### config.mk
export PLATFORM = sky130hd
export DESIGN_NAME = floppy_controller_command_engine
export DESIGN_NICKNAME = d
export VERILOG_FILES = /design/src/sv/fdc_pkg.sv /design/src/sv/floppy_controller_command_engine.sv
export SDC_FILE = /design/constraint.sdc
export NUM_CORES = 1
export LEC_CHECK = 0
export BUFFER_PORTS_ARGS = -buffer_cell sky130_fd_sc_hd__buf_2
export CORE_UTILIZATION = 30
export CTS_BUF_LIST = sky130_fd_sc_hd__clkbuf_4
export CTS_CLUSTER_SIZE = 24
export DETAILED_ROUTE_END_ITERATION = 16
export GPL_TIMING_DRIVEN = 0
export PLACE_DENSITY_LB_ADDON = 0.15
export SYNTH_ARGS = -nofsm -noshare
export SYNTH_HDL_FRONTEND = slang
export SYNTH_SLANG_ARGS = --single-unit
### constraint.sdc
create_clock -name clk -period 11.25 [get_ports clk]
set_clock_uncertainty 0.05 [all_clocks]
set_input_delay 1.6875 -clock clk [delete_from_list [all_inputs] [get_ports clk]]
set_output_delay 1.6875 -clock clk [all_outputs]
set_load 0.005 [all_outputs]
### src/sv/fdc_pkg.sv
// fdc_pkg: shared constants, codes and types of the floppy controller command engine
// no dependencies
package fdc_pkg;

  localparam int NumDrivesDef  = 2;
  localparam int ParamSlotsDef = 5;

  typedef enum logic [3:0] {
    K_READ    = 4'd0,
    K_WRITE   = 4'd1,
    K_TIMER   = 4'd2,
    K_DBYTE   = 4'd3,
    K_WANT    = 4'd4,
    K_DONE    = 4'd5,
    K_NOTFND  = 4'd6,
    K_DATACRC = 4'd7,
    K_HDRCRC  = 4'd8,
    K_WPROT   = 4'd9
  } kind_t;

  localparam logic [2:0] OP_NONE   = 3'd0;
  localparam logic [2:0] OP_SEEK   = 3'd1;
  localparam logic [2:0] OP_READ   = 3'd2;
  localparam logic [2:0] OP_WRITE  = 3'd3;
  localparam logic [2:0] OP_RDID   = 3'd4;
  localparam logic [2:0] OP_FORMAT = 3'd5;

  localparam logic [1:0] TM_NONE   = 2'd0;
  localparam logic [1:0] TM_ARM    = 2'd1;
  localparam logic [1:0] TM_CANCEL = 2'd2;
  localparam logic [1:0] MO_NONE   = 2'd0;
  localparam logic [1:0] MO_UP     = 2'd1;
  localparam logic [1:0] MO_DOWN   = 2'd2;

  localparam logic [2:0] A_STATUS = 3'd0;
  localparam logic [2:0] A_RESULT = 3'd1;
  localparam logic [2:0] A_RESET  = 3'd2;
  localparam logic [2:0] A_DATA   = 3'd4;

  localparam logic [7:0] C_WRITE   = 8'h0B;
  localparam logic [7:0] C_READ    = 8'h13;
  localparam logic [7:0] C_READ_AL = 8'h17;
  localparam logic [7:0] C_RDID    = 8'h1B;
  localparam logic [7:0] C_VERIFY  = 8'h1F;
  localparam logic [7:0] C_FORMAT  = 8'h23;
  localparam logic [7:0] C_SEEK    = 8'h29;
  localparam logic [7:0] C_DSTAT   = 8'h2C;
  localparam logic [7:0] C_SPEC    = 8'h35;
  localparam logic [7:0] C_WSPEC   = 8'h3A;
  localparam logic [7:0] C_RSPEC   = 8'h3D;
  localparam logic [7:0] C_NONE    = 8'hFF;

  localparam logic [7:0] R_SCAN   = 8'h06;
  localparam logic [7:0] R_TRK0   = 8'h12;
  localparam logic [7:0] R_BADTRK = 8'h17;
  localparam logic [7:0] R_TRK1   = 8'h1A;
  localparam logic [7:0] R_DOUT   = 8'h23;

  localparam logic [7:0] ST_BUSY_IRQ = 8'h8C;
  localparam logic [7:0] ST_DONE     = 8'h18;
  localparam logic [7:0] ST_RES      = 8'h10;
  localparam logic [7:0] ST_BUSY     = 8'h80;
  localparam logic [7:0] RS_BADCMD   = 8'h10;
  localparam logic [7:0] RS_NOTFND   = 8'h18;
  localparam logic [7:0] RS_DATACRC  = 8'h0E;
  localparam logic [7:0] RS_HDRCRC   = 8'h0C;
  localparam logic [7:0] RS_WPROT    = 8'h12;

  function automatic logic [2:0] needed_for(input logic [7:0] c);
    logic [2:0] n;
    begin
      case (c)
        C_SPEC:                              n = 3'd4;
        C_SEEK, C_RSPEC:                     n = 3'd1;
        C_WSPEC:                             n = 3'd2;
        C_READ, C_WRITE, C_RDID, C_VERIFY:   n = 3'd3;
        C_FORMAT:                            n = 3'd5;
        default:                             n = 3'd0;
      endcase
      return n;
    end
  endfunction

endpackage

### src/sv/floppy_controller_command_engine.sv
// channel | dir | content
// in_*    | in  | tdata: kind[3:0] address[6:4] write_data[14:7] last_byte[15]
// out_*   | out | tdata: read_data, interrupt, disc_op, disc_drive, disc_track,
//         |     |        disc_sector, disc_side, timer_action, motor_action,
//         |     |        byte_valid, byte_out (48 bits)
// one transaction per cycle while the output is not stalled; the result is registered in the cycle after acceptance
// the state update and the result come from one combinational pass over the input
// in_tready is low only while a result waits and the output is stalled
// rst_n synchronous active low clears all control state; parameter slots are not reset
// depends on fdc_pkg
module floppy_controller_command_engine import fdc_pkg::*; #(
  parameter int NUM_DRIVES  = NumDrivesDef,
  parameter int PARAM_SLOTS = ParamSlotsDef
) (
  input  logic        clk,
  input  logic        rst_n,
  input  logic        in_tvalid,
  output logic        in_tready,
  input  logic [15:0] in_tdata,   // kind[3:0], address[6:4], write_data[14:7], last_byte[15]
  output logic        out_tvalid,
  input  logic        out_tready,
  // read_data[7:0], interrupt[8], disc_op[11:9], disc_drive[12], disc_track[20:13],
  // disc_sector[28:21], disc_side[29], timer_action[31:30], motor_action[33:32],
  // byte_valid[34], byte_out[42:35], zero[47:43]
  output logic [47:0] out_tdata
);

  localparam int DW = (NUM_DRIVES > 1) ? $clog2(NUM_DRIVES) : 1;
  localparam int PW = $clog2(PARAM_SLOTS);
  localparam logic [DW-1:0] LastDrv = DW'(NUM_DRIVES - 1);

  logic [7:0]  cmd_r, cmd_nxt;
  logic [7:0]  par_r [PARAM_SLOTS];
  logic [3:0]  pcnt_r, pcnt_nxt;
  logic [2:0]  pneed_r, pneed_nxt;
  logic [1:0]  dbits_r, dbits_nxt;
  logic        adrv_r, adrv_nxt;
  logic [7:0]  st_r, st_nxt, res_r, res_nxt;
  logic [7:0]  ltrk_r [NUM_DRIVES];
  logic [7:0]  ltrk_nxt [NUM_DRIVES];
  logic [7:0]  ptrk_r [NUM_DRIVES];
  logic [7:0]  ptrk_nxt [NUM_DRIVES];
  logic [7:0]  sec_r, sec_nxt;
  logic [4:0]  srem_r, srem_nxt;
  logic [7:0]  data_r, data_nxt;
  logic [1:0]  phase_r, phase_nxt;
  logic        hw_r, hw_nxt, ver_r, ver_nxt;
  logic [7:0]  dout_r, dout_nxt;
  logic        pwe;
  logic [PW-1:0] pwa;

  logic [7:0] o_rd, o_trk, o_sec, o_bo;
  logic [2:0] o_op;
  logic       o_drv, o_side, o_bv;
  logic [1:0] o_tm, o_mo;

  logic        accept, ovalid_r;
  logic [47:0] odata_r;
  logic [3:0]  kind;
  logic [2:0]  addr;
  logic [7:0]  wd;
  logic        last;
  logic [DW-1:0] d;
  logic [DW-1:0] dn;
  logic [7:0]  p0, p1, p2, pval, cmdv, newtrk;
  logic [3:0]  pc_inc;
  logic        stop;

  assign in_tready = !ovalid_r || out_tready;
  assign accept    = in_tvalid && in_tready;
  assign kind = in_tdata[3:0];
  assign addr = in_tdata[6:4];
  assign wd   = in_tdata[14:7];
  assign last = in_tdata[15];
  assign p0 = par_r[0];
  assign p1 = par_r[1];
  assign p2 = par_r[2];

  always_comb begin
    cmd_nxt = cmd_r; pcnt_nxt = pcnt_r; pneed_nxt = pneed_r; dbits_nxt = dbits_r;
    adrv_nxt = adrv_r; st_nxt = st_r; res_nxt = res_r; sec_nxt = sec_r;
    srem_nxt = srem_r; data_nxt = data_r; phase_nxt = phase_r; hw_nxt = hw_r;
    ver_nxt = ver_r; dout_nxt = dout_r;
    ltrk_nxt = ltrk_r; ptrk_nxt = ptrk_r;
    pwe = 1'b0; pwa = pcnt_r[PW-1:0]; pc_inc = pcnt_r;
    o_rd = '0; o_op = OP_NONE; o_drv = 1'b0; o_trk = '0; o_sec = '0; o_side = 1'b0;
    o_tm = TM_NONE; o_mo = MO_NONE; o_bv = 1'b0; o_bo = '0;
    d = (DW'(adrv_r) < LastDrv) ? DW'(adrv_r) : LastDrv;
    // drive selected by the command byte being written
    dn = (DW'(wd[7]) < LastDrv) ? DW'(wd[7]) : LastDrv;
    pval = '0; cmdv = '0; stop = 1'b0;
    // parameter 0 as seen by the command: freshly written when it is the first slot
    if (kind == K_WRITE && addr == A_RESULT && pcnt_r == 4'd0) pval = wd;
    else pval = p0;
    newtrk = ptrk_r[d] + pval - ltrk_r[d];
    case (kind)
      K_READ: begin
        if (addr == A_STATUS) o_rd = st_r;
        else if (addr == A_RESULT) begin
          st_nxt = st_r & ~8'h18; o_rd = res_r; res_nxt = '0;
        end else if (addr == A_DATA) begin
          st_nxt = st_r & ~8'h0C; o_rd = data_r;
        end
      end
      K_WRITE: begin
        case (addr)
          A_STATUS: begin
            if (!st_r[7]) begin
              cmdv = {2'b00, wd[5:0]};
              if (cmdv == C_READ_AL) cmdv = C_READ;
              cmd_nxt = cmdv; dbits_nxt = wd[7:6]; adrv_nxt = wd[7];
              pcnt_nxt = '0; pneed_nxt = needed_for(cmdv); st_nxt = ST_BUSY;
              if (needed_for(cmdv) == 3'd0) begin
                if (cmdv == C_DSTAT) begin
                  st_nxt = ST_RES;
                  res_nxt = 8'h88 | ((ltrk_r[dn] != 8'd0) ? 8'h00 : 8'h02)
                          | (wd[6] ? 8'h04 : 8'h00) | (wd[7] ? 8'h40 : 8'h00);
                end else begin
                  res_nxt = RS_BADCMD; st_nxt = ST_RES; o_tm = TM_CANCEL;
                end
              end
            end
          end
          A_RESULT: begin
            if (pcnt_r < 4'(PARAM_SLOTS)) begin
              pwe = 1'b1; pc_inc = pcnt_r + 4'd1; pcnt_nxt = pc_inc;
            end
            if (pc_inc == {1'b0, pneed_r}) begin
              case (cmd_r)
                C_WRITE, C_READ, C_VERIFY, C_RDID, C_FORMAT: begin
                  if (cmd_r != C_FORMAT) srem_nxt = (pcnt_r == 4'd2) ? wd[4:0] : p2[4:0];
                  if (cmd_r != C_FORMAT && cmd_r != C_RDID) sec_nxt = p1;
                  o_mo = MO_UP; phase_nxt = '0;
                  if (ltrk_r[d] != pval) begin
                    ptrk_nxt[d] = newtrk;
                    o_op = OP_SEEK; o_trk = newtrk; o_drv = adrv_r; o_side = dout_r[5];
                  end else o_tm = TM_ARM;
                  if (cmd_r == C_VERIFY) ver_nxt = 1'b1;
                end
                C_SEEK: begin
                  ptrk_nxt[d] = newtrk;
                  o_op = OP_SEEK; o_trk = newtrk; o_drv = adrv_r; o_side = dout_r[5];
                  o_mo = MO_UP;
                end
                C_SPEC: st_nxt = '0;
                C_WSPEC: begin
                  st_nxt = '0;
                  case (p0)
                    R_TRK0:   ltrk_nxt[0] = wd;
                    R_BADTRK: ;
                    R_TRK1:   if (NUM_DRIVES > 1) ltrk_nxt[NUM_DRIVES-1] = wd;
                    R_DOUT:   dout_nxt = wd;
                    default: begin res_nxt = RS_NOTFND; st_nxt = ST_DONE; o_tm = TM_CANCEL; end
                  endcase
                end
                C_RSPEC: begin
                  st_nxt = ST_RES; res_nxt = '0;
                  case (pval)
                    R_SCAN: ;
                    R_TRK0: res_nxt = ltrk_r[0];
                    R_TRK1: if (NUM_DRIVES > 1) res_nxt = ltrk_r[NUM_DRIVES-1];
                    R_DOUT: res_nxt = dout_r;
                    default: begin res_nxt = RS_NOTFND; st_nxt = ST_DONE; o_tm = TM_CANCEL; end
                  endcase
                end
                default: begin res_nxt = RS_NOTFND; st_nxt = ST_DONE; o_tm = TM_CANCEL; end
              endcase
            end
          end
          A_RESET: begin
            if (wd[0]) begin
              pcnt_nxt = '0; pneed_nxt = '0; st_nxt = '0; cmd_nxt = C_NONE;
              o_tm = TM_CANCEL;
              for (int i = 0; i < NUM_DRIVES; i++) begin
                ltrk_nxt[i] = '0; ptrk_nxt[i] = '0;
              end
            end
          end
          A_DATA: begin
            data_nxt = wd; hw_nxt = 1'b1; st_nxt = st_r & ~8'h0C;
          end
          default: ;
        endcase
      end
      K_TIMER: begin
        o_tm = TM_CANCEL;
        case (cmd_r)
          C_WRITE, C_READ, C_VERIFY, C_RDID: begin
            if (phase_r == 2'd0) begin
              ltrk_nxt[d] = p0; phase_nxt = 2'd1;
            end else begin
              srem_nxt = srem_r - 5'd1;
              if (srem_nxt == 5'd0) begin
                stop = 1'b1; st_nxt = ST_DONE; res_nxt = '0; o_mo = MO_DOWN;
                if (cmd_r != C_RDID) ver_nxt = 1'b0;
              end else sec_nxt = sec_r + 8'd1;
            end
            if (!stop) begin
              o_drv = adrv_r; o_trk = p0; o_side = dout_r[5];
              if (cmd_r == C_WRITE) begin
                o_op = OP_WRITE; o_sec = sec_nxt; st_nxt = ST_BUSY_IRQ; res_nxt = '0;
              end else if (cmd_r == C_RDID) o_op = OP_RDID;
              else begin o_op = OP_READ; o_sec = sec_nxt; end
            end
          end
          C_FORMAT: begin
            if (phase_r == 2'd0) begin
              ltrk_nxt[d] = p0; phase_nxt = 2'd1;
              o_op = OP_WRITE; o_drv = adrv_r; o_trk = p0; o_sec = sec_r;
              o_side = dout_r[5]; st_nxt = ST_BUSY_IRQ; res_nxt = '0;
            end else if (phase_r == 2'd2) begin
              st_nxt = ST_DONE; res_nxt = '0; o_mo = MO_DOWN; ver_nxt = 1'b0;
            end else begin
              o_op = OP_FORMAT; o_drv = adrv_r; o_trk = p0; o_side = dout_r[5];
              phase_nxt = 2'd2;
            end
          end
          C_SEEK: begin
            ltrk_nxt[d] = p0; st_nxt = ST_DONE; res_nxt = '0; o_mo = MO_DOWN;
          end
          default: ;
        endcase
      end
      K_DBYTE: if (!ver_r) begin data_nxt = wd; st_nxt = ST_BUSY_IRQ; res_nxt = '0; end
      K_WANT: begin
        if (hw_r) begin
          if (!last) begin st_nxt = ST_BUSY_IRQ; res_nxt = '0; end
          hw_nxt = 1'b0; o_bv = 1'b1; o_bo = data_r;
        end
      end
      K_DONE:    o_tm = TM_ARM;
      K_NOTFND:  begin res_nxt = RS_NOTFND;  st_nxt = ST_DONE; o_tm = TM_CANCEL; o_mo = MO_DOWN; end
      K_DATACRC: begin res_nxt = RS_DATACRC; st_nxt = ST_DONE; o_tm = TM_CANCEL; o_mo = MO_DOWN; end
      K_HDRCRC:  begin res_nxt = RS_HDRCRC;  st_nxt = ST_DONE; o_tm = TM_CANCEL; o_mo = MO_DOWN; end
      K_WPROT:   begin res_nxt = RS_WPROT;   st_nxt = ST_DONE; o_tm = TM_CANCEL; end
      default: ;
    endcase
  end

  always_ff @(posedge clk) begin
    if (!rst_n) begin
      cmd_r <= C_NONE; pcnt_r <= '0; pneed_r <= '0; dbits_r <= '0; adrv_r <= 1'b0;
      st_r <= '0; res_r <= '0; sec_r <= '0; srem_r <= '0; data_r <= '0;
      phase_r <= '0; hw_r <= 1'b0; ver_r <= 1'b0; dout_r <= '0; ovalid_r <= 1'b0;
      for (int i = 0; i < NUM_DRIVES; i++) begin
        ltrk_r[i] <= '0; ptrk_r[i] <= '0;
      end
    end else begin
      if (accept) begin
        cmd_r <= cmd_nxt; pcnt_r <= pcnt_nxt; pneed_r <= pneed_nxt; dbits_r <= dbits_nxt;
        adrv_r <= adrv_nxt; st_r <= st_nxt; res_r <= res_nxt; sec_r <= sec_nxt;
        srem_r <= srem_nxt; data_r <= data_nxt; phase_r <= phase_nxt; hw_r <= hw_nxt;
        ver_r <= ver_nxt; dout_r <= dout_nxt;
        ltrk_r <= ltrk_nxt; ptrk_r <= ptrk_nxt;
        ovalid_r <= 1'b1;
      end else if (out_tready) begin
        ovalid_r <= 1'b0;
      end
    end
  end

  always_ff @(posedge clk) begin
    if (accept && pwe) par_r[pwa] <= wd;
    if (accept)
      odata_r <= {5'd0, o_bo, o_bv, o_mo, o_tm, o_side, o_sec, o_trk, o_drv, o_op,
                  st_nxt[3], o_rd};
  end

  assign out_tvalid = ovalid_r;
  assign out_tdata  = odata_r;

endmodule

[Word level (Yosys, flattened, before mapping)]
Memory sizes are Yosys's and may differ from the RTL's.
Index checks and enable logic that the tools add are counted.
Word-level totals
  flip-flop bits (word level): 141
  memory bits (writable): 40
  input bits: 20
  output and inout bits: 50
  word-level logic and storage cells: 407
  memories: 1
Cells by class
  $add $sub $neg: 5
  order comparisons: 6
  equal/unequal tests: 94
  mux-type cells: 212
  bitwise operators: 6
  reductions and logical operators: 56
Memory list
  par_r: words 5, width 8, rd ports 3, clocked after Yosys merged registers in 0, write ports 1, RTL line floppy_controller_command_engine.sv:33  | logic [7:0] par_r [PARAM_SLOTS];
Operators with widths (count)
  8-bit 2-to-1 mux: 69
  16-bit one-hot mux with 2 select lines: 5
  8-bit one-hot mux with 2 select lines: 8
  8-bit by 6-bit == test with 1-bit output, second input constant: 13
  16-bit 2-to-1 mux: 6
  8-bit one-hot mux with 4 select lines: 3
  8-bit by 5-bit == test with 1-bit output, second input constant: 11
  8-bit one-hot mux with 3 select lines: 3
  8-bit one-hot mux with 9 select lines: 1
  5-bit 2-to-1 mux: 10
  8-bit one-hot mux with 6 select lines: 1
  15-bit AND reduction: 3
  1-bit 2-to-1 mux: 43
  2-bit 2-to-1 mux: 18
  3-bit != test, second input constant: 11
  16-bit bitwise mux: 2
  3-bit 2-to-1 mux: 10
  4-bit 2-to-1 mux: 7
  3-bit by 2-bit != test with 1-bit output, second input constant: 9
  2-bit != test, second input constant: 12
  2-bit one-hot mux with 3 select lines: 4
  1-bit one-hot mux with 2 select lines: 10
  4-bit OR reduction: 5
  3-bit one-hot mux with 2 select lines: 3
  other kinds (71): 112

[Depth between registers and ports, before layout]
  depth in word-level cells: 16
  mapped depth: 16
  gate-level depth less buffers: 15

[Worst setup path before layout]
Ideal clock, no wire load.
  path type: input-to-reg
  start: input port in_tdata[4]
  end: register odata_r[19], in the netlist out_tdata[19], data pin
  library setup time: 0.256 ns
  data arrival time: 4.818 ns
  required time: 10.944 ns
  slack: 6.125 ns
  stages: 15
  cell sequence: buf_2 nor3b_2 nand3_1 buf_2 mux2_2 inv_1 fa_1 inv_1 fa_1 a21o_1 a21oi_1 o21bai_1 a21oi_1 xnor2_1 a22o_1
On the way
  word-level cells in the longest chain between the ends: 11
  elaborated cells on any way between the ends: 12
  classes of those cells: 2 x add/sub; 2 x eq/ne; 6 x mux; 2 x reduce/logical
Ends and longest elaborated chain
  start: declaration: RTL line floppy_controller_command_engine.sv:19  | input logic [15:0] in_tdata,
  3-bit by 1-bit == test with 1-bit output *: RTL line floppy_controller_command_engine.sv:93, floppy_controller_command_engine.sv:106
  1-bit logical AND (2 in series): RTL line floppy_controller_command_engine.sv:93  | if (kind == K_WRITE && addr == A_RESULT && pcnt_r == 4'd0) pval = wd;
  8-bit 2-to-1 mux: RTL line floppy_controller_command_engine.sv:93
  8-bit adder: RTL line floppy_controller_command_engine.sv:95  | newtrk = ptrk_r[d] + pval - ltrk_r[d];
  8-bit subtractor: RTL line floppy_controller_command_engine.sv:95
  8-bit 2-to-1 mux: RTL line floppy_controller_command_engine.sv:134  | if (ltrk_r[d] != pval) begin
  8-bit one-hot mux with 2 select lines: RTL line floppy_controller_command_engine.sv:129  | case (cmd_r)
  8-bit 2-to-1 mux: RTL line floppy_controller_command_engine.sv:128  | if (pc_inc == {1'b0, pneed_r}) begin
  8-bit 2-to-1 mux *: RTL line floppy_controller_command_engine.sv:106  | case (addr)
  8-bit one-hot mux with 2 select lines *: RTL line floppy_controller_command_engine.sv:96  | case (kind)
  end signal: assignment: RTL line floppy_controller_command_engine.sv:265  | odata_r <= {5'd0, o_bo, o_bv, o_mo, o_tm, o_side, o_sec, o_trk, o_drv, o_op,
  end: declaration: RTL line floppy_controller_command_engine.sv:58  | logic [47:0] odata_r;
Every way passes the cells marked *; elsewhere a longest branch is shown, timed or not.
A chain may end at the register's enable or synchronous reset.

[Final worst setup path]
  start: input port in_tdata[1]
  end: register odata_r[19], in the netlist out_tdata[19], data pin
On the way
  word-level cells in the longest chain between the ends: 11
  elaborated cells on any way between the ends: 13
  classes of those cells: 2 x add/sub; 3 x eq/ne; 6 x mux; 2 x reduce/logical
Ends and longest elaborated chain (RTL line)
  4-bit by 1-bit == test with 1-bit output: floppy_controller_command_engine.sv:93, floppy_controller_command_engine.sv:96
  1-bit logical AND (2 in series): floppy_controller_command_engine.sv:93
  8-bit 2-to-1 mux: floppy_controller_command_engine.sv:93
  8-bit adder: floppy_controller_command_engine.sv:95
  8-bit subtractor: floppy_controller_command_engine.sv:95
  8-bit 2-to-1 mux: floppy_controller_command_engine.sv:134
  8-bit one-hot mux with 2 select lines: floppy_controller_command_engine.sv:129
  8-bit 2-to-1 mux: floppy_controller_command_engine.sv:128
  8-bit 2-to-1 mux: floppy_controller_command_engine.sv:106
  8-bit one-hot mux with 2 select lines *: floppy_controller_command_engine.sv:96
Marked as above.

==> reports/results.tsv <==
stage	metric	value	unit
routing	drt via density	5.60	
timing	clock period minus final worst setup slack	5.46	ns
synthesis	register bit count reported by yosys	161	
timing	transition time of the tightest slew-check pin	1.25	ns
grt	antenna violations before repair	3	
timing	total count of max-transition violations in the final report	0	
synthesis	post-synth top area cell	dfxtp_1	
clocking	clock network latency to the later pin of the worst-skew pair	0.60	ns
grt	wire length of the first global-routing pass	52.9	mm
cells_and_area	fill cell count	3353	
cells_and_area	area delta synth->final	12.3	%
routing	overall via count from detail_route	8820	
synthesis	synth top area cells	dfxtp_1, edfxtp_1, nor2_1, a21oi_1, mux2i_1	
cells_and_area	cell area after layout	10900	µm²
routing	drt initial violations	926	
timing	Final Hold Violating Endpoints	0	
critical_path	kind of capture point of the worst setup path	flop	
critical_path	Setup CP Type	in2reg	
critical_path	Crit path largest cell delay	0.83	ns
routing	post-route DRC violation count	0	
die	starting density of the core	30.6	%
power	fraction of power consumed by combinational cells	10.5	%
power	pwr dens	107	nW/µm²
clocking	clock buffer count from CTS	17	
power	sequential fraction of design power	53.8	%
clocking	root buffer cell	clkbuf_4	
clocking	CTS Hold Buffers Added	0	
die	die area	33000	µm²
synthesis	top cell type's share of synthesized area	20.1	%
critical_path	maximum net fanout on the critical path	10	
synthesis	Yosys warning total	0	
placed_design	I/O Buffers	63	
clocking	Clock Tree Buf Depth	2	
routing	average routed wire per standard cell	22.0	µm
run	Maximum Capacitance Violations	0	
worst_hold_path	worst min-delay path class	reg2reg	
critical_path	cells traversed along the worst timing path	buf_2 > nor4b_2 > nand3_1 > buf_2 > mux2_2 > inv_1 > fa_1 > inv_1 > fa_1 > a21o_1 > a21oi_1 > o21bai_1 > a21oi_1 > xnor2_1 > a22o_1	
synthesis	leading post-synthesis cells by instance count	nor2_1, dfxtp_1, nand2_1, a21oi_1, edfxtp_1	
synthesis	post-synthesis async set-or-reset flop share	0	%
timing	setup repair after global routing missed its margin	false	
synthesis	average size of a mapped cell	9.03	µm²
power	leak pwr	3.78	nW
power	switching part of the total	27.8	%
routing	final wirelength	34.7	mm
die	site row count	65	
clocking	H-tree levels	4	
die	core region area	31600	µm²
synthesis	count of cell types in the netlist	92	
timing	final worst path period share	48.6	%
cells_and_area	net count of the finished layout	1203	
critical_path	Worst EP arrival	5.77	ns
grt	pin count of the biggest net entering global routing	38	
timing	slew margin rel.	16.0	%
placed_design	HPWL after DPL	25.7	mm
synthesis	synthesized area	9670	µm²
timing	total negative slack	0	ns
routing	number of antenna-violating nets in the routed design	0	
grt	GRT Overall Usage	21.3	%
critical_path	Worst Path Buf+Inv	4	
die	horizontal extent of the die	182	µm
synthesis	share of synthesized area occupied by flip-flops and latches	39.9	%
clocking	clock transition at the register clock pins on the worst setup and hold paths after CTS	0.14	ns
clocking	CTS tree	done	
clocking	number of sinks driven by the clock tree	161	
power	switching power summed over all nets	0.000322	W
synthesis	Gate Count Post-Synth	1071	
die	Top-Level Pins	70	
timing	Achievable Freq	0.183	GHz
status	result of the run	finished clean	
synthesis	number of synthesized flops with an enable pin	64	
grt	global-route congestion overflow total	0	
critical_path	critical path's slowest cell	nor4b_2	
critical_path	required time reported for the critical path endpoint	11.56	ns
timing	Final Setup Violations	0	
die	Die Y	182	µm
grt	via count of the first global-routing pass	8354	
placed_design	placed instance area	10500	µm²
clocking	number of buffers inserted to repair setup after CTS	0	
power	VDD IR-drop max	0.0590	mV
synthesis	cell with the most instances after synthesis	nor2_1	
critical_path	Startpoint Class	input pin	
placed_design	final estimated routing congestion in global placement	0.933	
power	share of total power in the clock network	35.7	%
cells_and_area	share of cells above drive strength 1	13.9	%
routing	drt first pass iters	5	
critical_path	Top Family by Delay on Critical Path	simple AND/OR/NAND/NOR gates	
synthesis	Main synth FF type	dfxtp_1	
clocking	cells resized by post-CTS repair	0	
power	internal power contribution	0.000835	W
[cell type report]
cell class,instances,area [µm²],share of cell area (%)
inverter,32,120,1.11
sequential,161,3860,35.6
buffer,76,338,3.11
timing repair buffer,64,335,3.09
antenna,2,5.00,0.0461
multi-input combinational,806,5370,49.4
tap,402,503,4.63
clock inverter,13,184,1.69
clock buffer,19,143,1.31
[cell families after synthesis]
group | count (synthesis) | synth area share, %
flops | 161 | 39.9
mux | 43 | 4.62
buf+inv | 108 | 4.73
simple gates | 395 | 21.7
compound gates | 320 | 23.6
fa+ha+maj | 25 | 3.70
xor+xnor | 18 | 1.63
other cells | 1 | 0.0388
[placed cells by master, fill, tap and decap left out, drive strengths merged, types with 25 or more instances in the layout]
| master | n |
|---|---|
| a211oi | 25 |
| edfxtp | 64 |
| nor2 | 129 |
| a22oi | 30 |
| nand2 | 71 |
| clkbuf | 74 |
| o21ai | 59 |
| mux2i | 33 |
| nand3 | 28 |
| a22o | 28 |
| inv | 35 |
| a21oi | 66 |
| dfxtp | 97 |
| buf | 85 |
[per-layer routing]
layer	vias to the layer above	routed length, µm	track usage [%]
met1	4255	17000	30.9
met3	48	1880	3.49
met4	0	916	7.69
met5	-	0	0
li1	4205	-	-
met2	312	14900	31.7
[worst register-to-register path: cells and delay by family, from the launching register on]
family	cells	cell delay, ns
AO/OA/AOI/OAI	5	0.96
buffers and inverters	3	1.33
flip-flops	1	0.44
adder cells (fa/ha/maj)	2	1.01
XOR/XNOR	1	0.14
multiplexers	1	0.23
[worst paths after layout]
path / cells after the start / startpoint / slack, ns / end
max: 15 / in_tdata[1] / 5.79 / out_tdata[19]
min: 1 / st_r[5] / 0.43 / st_r[5]
max reg2reg: 12 / adrv_r / 6.86 / out_tdata[19]
min reg2reg: 1 / st_r[5] / 0.43 / st_r[5]
[registers in the layout, summed over array words and instances (netlist names), 3 cells and up]
| register | flops |
|---|---|
| cmd_r | 7 |
| data_r | 8 |
| dout_r | 8 |
| ltrk_r | 16 |
| out_tdata | 43 |
| par_r | 21 |
| pcnt_r | 4 |
| pneed_r | 3 |
| ptrk_r | 16 |
| res_r | 8 |
| sec_r | 8 |
| srem_r | 5 |
| st_r | 8 |
[power by group through the flow]
stage	sequential, W	clock [W]	combinational [W]
detailed placement	0.000635	0	0.000119
finish	0.000623	0.000413	0.000121
global route	0.000624	0.000448	0.000131
global placement	0.000636	0	0.000119
CTS	0.000623	0.000426	0.000120
floorplan	0.000636	0	0.0000686
[per-stage QoR]
stage          setup WS, ns  instances  power (W)  hold slack (ns)  utilization [%]
2_1_floorplan          6.13       1075   0.000704            0.381                -
3_3_place_gp           5.19       1540   0.000755            0.393             33.2
3_5_place_dp           5.21       1541   0.000755            0.397             33.3
4_1_cts                5.87       1573    0.00117            0.434             34.3
5_1_grt                5.68       1575    0.00120            0.454             34.3
6_report               5.79       1575    0.00116            0.434             34.3
(Power assumes the default switching activity.)
